[config.mk]
export PLATFORM = sky130hd
export DESIGN_NAME = qyt_ctrl
export DESIGN_NICKNAME = d
export VERILOG_FILES = /design/src/hdl/qyt_pkg.sv /design/src/hdl/qyt_ctrl.sv
export VERILOG_INCLUDE_DIRS = /design/src /design/src/hdl
export SDC_FILE = /design/constraint.sdc
export NUM_CORES = 1
export LEC_CHECK = 0
export ABC_AREA = 0
export BUFFER_PORTS_ARGS = -buffer_cell sky130_fd_sc_hd__buf_2
export CAP_MARGIN = 0
export CORE_MARGIN = 2
export CORE_UTILIZATION = 53
export CTS_CLUSTER_DIAMETER = 200
export DETAILED_ROUTE_END_ITERATION = 12
export GPL_TIMING_DRIVEN = 0
export PLACE_DENSITY = 0.81
export SLEW_MARGIN = 20
export SYNTH_ARGS = -nofsm -noshare
export SYNTH_HDL_FRONTEND = slang
export SYNTH_SLANG_ARGS = --single-unit
[constraint.sdc]
create_clock -name clk -period 3.7 [get_ports clk]
set_input_delay 0.185 -clock clk [delete_from_list [all_inputs] [get_ports clk]]
set_output_delay 0.185 -clock clk [all_outputs]
set_load 0.01 [all_outputs]
[src/hdl/quaternion_yaw_tracker_defines.svh]
// ----------------------------------------------------------------------------
// Quaternion yaw tracker assertion macros
// Shared property wrappers for the tracker's checks.
// ----------------------------------------------------------------------------
`ifndef QUATERNION_YAW_TRACKER_DEFINES_SVH
`define QUATERNION_YAW_TRACKER_DEFINES_SVH

// same-cycle implication
`define QYT_ASSERT_NOW(lbl, clk, rst, ante, cons, msg) \
  lbl: assert property (@(posedge clk) disable iff (rst) (ante) |-> (cons)) \
    else $error(msg);

// next-cycle implication
`define QYT_ASSERT_NEXT(lbl, clk, rst, ante, cons, msg) \
  lbl: assert property (@(posedge clk) disable iff (rst) (ante) |=> (cons)) \
    else $error(msg);

`endif

[src/hdl/qyt_pkg.sv]
// ----------------------------------------------------------------------------
// Quaternion yaw tracker package
// Command types, FIFO status codes and the CORDIC arctangent table.
// ----------------------------------------------------------------------------
`default_nettype none

package qyt_pkg;

  localparam logic [1:0] ST_DATA  = 2'd0;
  localparam logic [1:0] ST_EMPTY = 2'd2;

  localparam logic [15:0] YAW_HALF = 16'd23040;
  localparam logic [17:0] YAW_MAX  = 18'd46080;
  localparam logic [63:0] ONE_Q60  = 64'h1000_0000_0000_0000;
  localparam logic [63:0] ONE_Q59  = 64'h0800_0000_0000_0000;
  localparam logic signed [25:0] ANG_90  = 26'sd5898240;
  localparam logic signed [26:0] ANG_180 = 27'sd11796480;

  // atan(2^-i) in Q16 degrees
  localparam logic [23:0] ATAN_TBL [32] = '{
    24'd2949120, 24'd1740967, 24'd919879, 24'd466945,
    24'd234379,  24'd117304,  24'd58666,  24'd29335,
    24'd14668,   24'd7334,    24'd3667,   24'd1833,
    24'd917,     24'd458,     24'd229,    24'd115,
    24'd57,      24'd29,      24'd14,     24'd7,
    24'd4,       24'd2,       24'd1,      24'd0,
    24'd0,       24'd0,       24'd0,      24'd0,
    24'd0,       24'd0,       24'd0,      24'd0
  };

  typedef enum logic [3:0] {
    OP_IDLE,
    OP_MUL,
    OP_RINIT,
    OP_ROOT,
    OP_WMUL,
    OP_OPER,
    OP_CINIT,
    OP_CORDIC,
    OP_FIN
  } op_t;

  typedef struct packed {
    op_t        op;
    logic [4:0] step;
    logic       start;
    logic       emit;
  } cmd_t;

  typedef struct packed {
    logic out_busy;
  } stat_t;

endpackage

`default_nettype wire

[src/hdl/qyt_ctrl.sv]
// ----------------------------------------------------------------------------
// Quaternion yaw tracker controller
// Sequences one quaternion request through multiply, root, CORDIC and finish.
// ----------------------------------------------------------------------------
`default_nettype none

`include "quaternion_yaw_tracker_defines.svh"

module qyt_ctrl #(
  parameter int CORDIC_STEPS = 16
) (
  input  wire                  clk,
  input  wire                  rst,
  input  wire                  in_valid,
  output logic                 in_stall,
  input  wire  [1:0]           fifo_status,
  input  wire                  has_quat6,
  input  wire  qyt_pkg::stat_t stat,
  output qyt_pkg::cmd_t        cmd
);
  import qyt_pkg::*;

  typedef enum logic [3:0] {
    S_IDLE, S_MUL, S_RINIT, S_ROOT, S_WMUL, S_OPER, S_CINIT, S_CORDIC, S_FIN
  } state_t;

  localparam logic [4:0] LAST_CORDIC = 5'(CORDIC_STEPS - 1);

  state_t     state;
  logic [4:0] cnt;
  logic       accept;

  assign in_stall = (state != S_IDLE) || stat.out_busy;
  assign accept   = in_valid && !in_stall;

  always_comb begin
    cmd.step  = cnt;
    cmd.start = accept && (fifo_status == ST_DATA) && has_quat6;
    cmd.emit  = accept && (fifo_status == ST_EMPTY);
    unique case (state)
      S_IDLE:   cmd.op = OP_IDLE;
      S_MUL:    cmd.op = OP_MUL;
      S_RINIT:  cmd.op = OP_RINIT;
      S_ROOT:   cmd.op = OP_ROOT;
      S_WMUL:   cmd.op = OP_WMUL;
      S_OPER:   cmd.op = OP_OPER;
      S_CINIT:  cmd.op = OP_CINIT;
      S_CORDIC: cmd.op = OP_CORDIC;
      S_FIN:    cmd.op = OP_FIN;
      default:  cmd.op = OP_IDLE;
    endcase
  end

  always_ff @(posedge clk) begin
    if (rst) begin
      state <= S_IDLE;
      cnt   <= '0;
    end else begin
      unique case (state)
        S_IDLE: begin
          cnt <= '0;
          if (cmd.start) state <= S_MUL;
        end
        S_MUL: begin
          cnt <= cnt + 5'd1;
          if (cnt == 5'd4) state <= S_RINIT;
        end
        S_RINIT: begin
          cnt   <= '0;
          state <= S_ROOT;
        end
        S_ROOT: begin
          cnt <= cnt + 5'd1;
          if (cnt == 5'd30) state <= S_WMUL;
        end
        S_WMUL:  state <= S_OPER;
        S_OPER:  state <= S_CINIT;
        S_CINIT: begin
          cnt   <= '0;
          state <= S_CORDIC;
        end
        S_CORDIC: begin
          cnt <= cnt + 5'd1;
          if (cnt == LAST_CORDIC) state <= S_FIN;
        end
        S_FIN:   state <= S_IDLE;
        default: state <= S_IDLE;
      endcase
    end
  end

  `QYT_ASSERT_NEXT(a_start_busy, clk, rst, cmd.start, state == S_MUL, "start did not enter multiply")
  `QYT_ASSERT_NOW(a_busy_stall, clk, rst, state != S_IDLE, in_stall, "busy without stall")
  `QYT_ASSERT_NOW(a_emit_idle, clk, rst, cmd.emit, state == S_IDLE && !stat.out_busy, "emit while busy")
  `QYT_ASSERT_NEXT(a_fin_idle, clk, rst, state == S_FIN, state == S_IDLE, "finish did not return")

endmodule

`default_nettype wire

==> metrics.txt <==
outcome finished, final reports clean; TNS Setup 0 ps; DR WL met2 701 um; slowest CP cell dfxtp_1; met3 wire length 71 um; share of Yosys cell area claimed by the top area cell type 37.1%; largest net degree at the start of global routing 11; Hold Violations, Final 0; Worst Skew 4.58 ps; initial DRC count 14; placed cell count 109; Setup Buffers After CTS 0; PwrDens 331 nW/um^2; Initial Utilization 55.2%; flops & latches, synth 13; Max-cap violations 0; Seq pwr share 53.7%; largest area contributor in the netlist dfxtp_1; fin. max-slew vios 0; fin crit share 44.7%; RSZ-0062 raised after global routing false; remaining antenna violation count after routing 0; HPWL after DPL 1.07 mm; Avg Vias per Cell 5.48; syn nets 88; Synth Instances 77; Layout Cells excl Fill 113; Int Power 0.000205 W; Resize count post-CTS 0; drt drc 0; Clock Sinks 13; crit path cell chain ha_1, and3_1, ha_1, nand2b_1, a21oi_1, nand2_1, a21oi_1; Die Ht 40.4 um; CTS Hold Bufs 0; global route total overflow 0; layout cells sized above 1 30.6%; synth top area cells dfxtp_1 37%, ha_1 7.1%, a21oi_1 5.7%; Avg WL per Cell 12.4 um; Ys Warns 0; CP arrival 1860 ps; Syn-to-layout area delta 18.6%; Routed WL 1.40 mm; Cell variety after synth 31; num ports 19; Setup crit start kind register; Routed met1 length 602 um; Mapped Area 701 um^2; CP max FO 5; GPL Wtd Cong 0.752; commonest non-fill, non-tap cell in the layout buf_2; IO buf count 17; GRT Overall Usage 20.0%; endpoints failing setup 0; slowest stage delay, CP 350 ps; Nets 110; row count 13; die area 1630 um^2; type of the worst setup path register to register; clock slew at the register clock pins of the worst setup and hold paths 80 ps; Num CTS Buffers 3; CTS tree yes; P_sw 0.0000703 W; VDD IR-drop max 0.214 mV; Clk pwr share 31.8%; H-Tree Depth 1; Via Count 619; CTS root buf clkbuf_4; first-pass GRT wire length 2.17 mm; fin worst setup slack 2050 ps; Initial DRT Pass Iterations 4; highest metal used met4; logic gate share of total power 14.5%; R2R setup slack 2050 ps; Max Freq 605 MHz; WHS 249 ps; Die W 40.4 um; class of the worst hold path primary input to register; vias in the first global route 530; most frequent cells in the layout 17 x buf_2, 13 x dfxtp_1, 8 x a21oi_1; initial antenna violation count 0; CORE AREA 1270 um^2; slew margin rel. 74.3%; Pwr Total 0.000275 W; Static Leak 0.379 nW; Required @ worst endpoint 3910 ps; Slew @ Worst Pin 382 ps; Antenna Cells 0; Place WS 2060 ps; Sw Share 25.6%; Syn Area/Cell 9.10 um^2; sequential fraction of the synthesis area 37.1%; CP Capture Type register; clock buffer depth 2; Worst-Skew Late Latency 270 ps; post-layout min period 1650 ps
## per-layer routing
metal  up-vias  global-route usage [%]
li1        313                       -
met1       283                    23.5
met2        19                    34.5
met3         4                    3.33
met4         0                    10.0
met5         -                       0
## metrics by stage
| stage | util [%] | area [um^2] |
|---|---|---|
| finish | 65.5 | 831 |
| global route | 65.5 | 831 |
| CTS | 65.5 | 831 |
| detailed placement | 63.4 | 805 |
| global placement | 63.4 | 805 |
| floorplan | - | 701 |
## final timing paths
path	start	end	cells after the start
min reg2reg	cnt[0]$_SDFFE_PP0P_	cnt[0]$_SDFFE_PP0P_	2
max	cnt[0]$_SDFFE_PP0P_	state[0]$_SDFFE_PP0N_	7
max reg2reg	cnt[0]$_SDFFE_PP0P_	state[0]$_SDFFE_PP0N_	7
min	rst	cnt[1]$_SDFFE_PP0P_	2
## registers in the layout, summed over array words and instances, names as in the netlist
signal,flops
state,4
cmd,4
cnt,5
## critical path, delay by kind of cell, from the launching register on
| family | cells | cell delay, ps |
|---|---|---|
| AO/OA/AOI/OAI | 2 | 370 |
| adder cells (fa/ha/maj) | 2 | 420 |
| flip-flops | 1 | 350 |
| AND/OR/NAND/NOR | 3 | 440 |
## layout make-up
cell class / count / area (um^2)
plain buffers: 3 / 28.8
repair buffers: 17 / 85.1
flip-flops and latches: 13 / 260
multi-input cells: 56 / 393
well taps: 15 / 18.8
inverters: 5 / 18.8
clock buffers: 4 / 26.3
fillers: 127 / 438
## cell usage after synthesis (all sizes together)
library cell  count
nand2             3
and2              1
nor3b             1
nor3              4
nand2b            3
nor4              1
a21oi            10
and3              2
nand4b            1
a21o              2
o211ai            1
and4b             1
nand4             1
ha                4
nand3             5
o21ai             3
mux2              1
dfxtp            13
mux2i             1
nand3b            1
and4              1
a211o             1
inv               5
nor2b             2
nor4b             1
nor2              5
clkbuf            2
buf               1
## cells by family (layout without fill, tap and decap cells)
family	after synthesis	in the layout	synth area share [%]
AO/OA/AOI/OAI	17	17	15.0
adder cells (fa/ha/maj)	4	4	7.14
buffers and inverters	8	29	6.78
flip-flops	13	13	37.1
multiplexers	2	2	3.04
AND/OR/NAND/NOR	33	33	30.9
## power by group through the flow
stage / clock network [W] / registers (W) / logic (W)
2_1_floorplan: 0 / 0.000151 / 0.0000267
3_3_place_gp: 0 / 0.000151 / 0.0000384
3_5_place_dp: 0 / 0.000151 / 0.0000397
4_1_cts: 0.0000884 / 0.000148 / 0.0000402
5_1_grt: 0.0000932 / 0.000148 / 0.0000445
6_report: 0.0000876 / 0.000148 / 0.0000399
No activity file was read; power rests on OpenSTA's default activity.
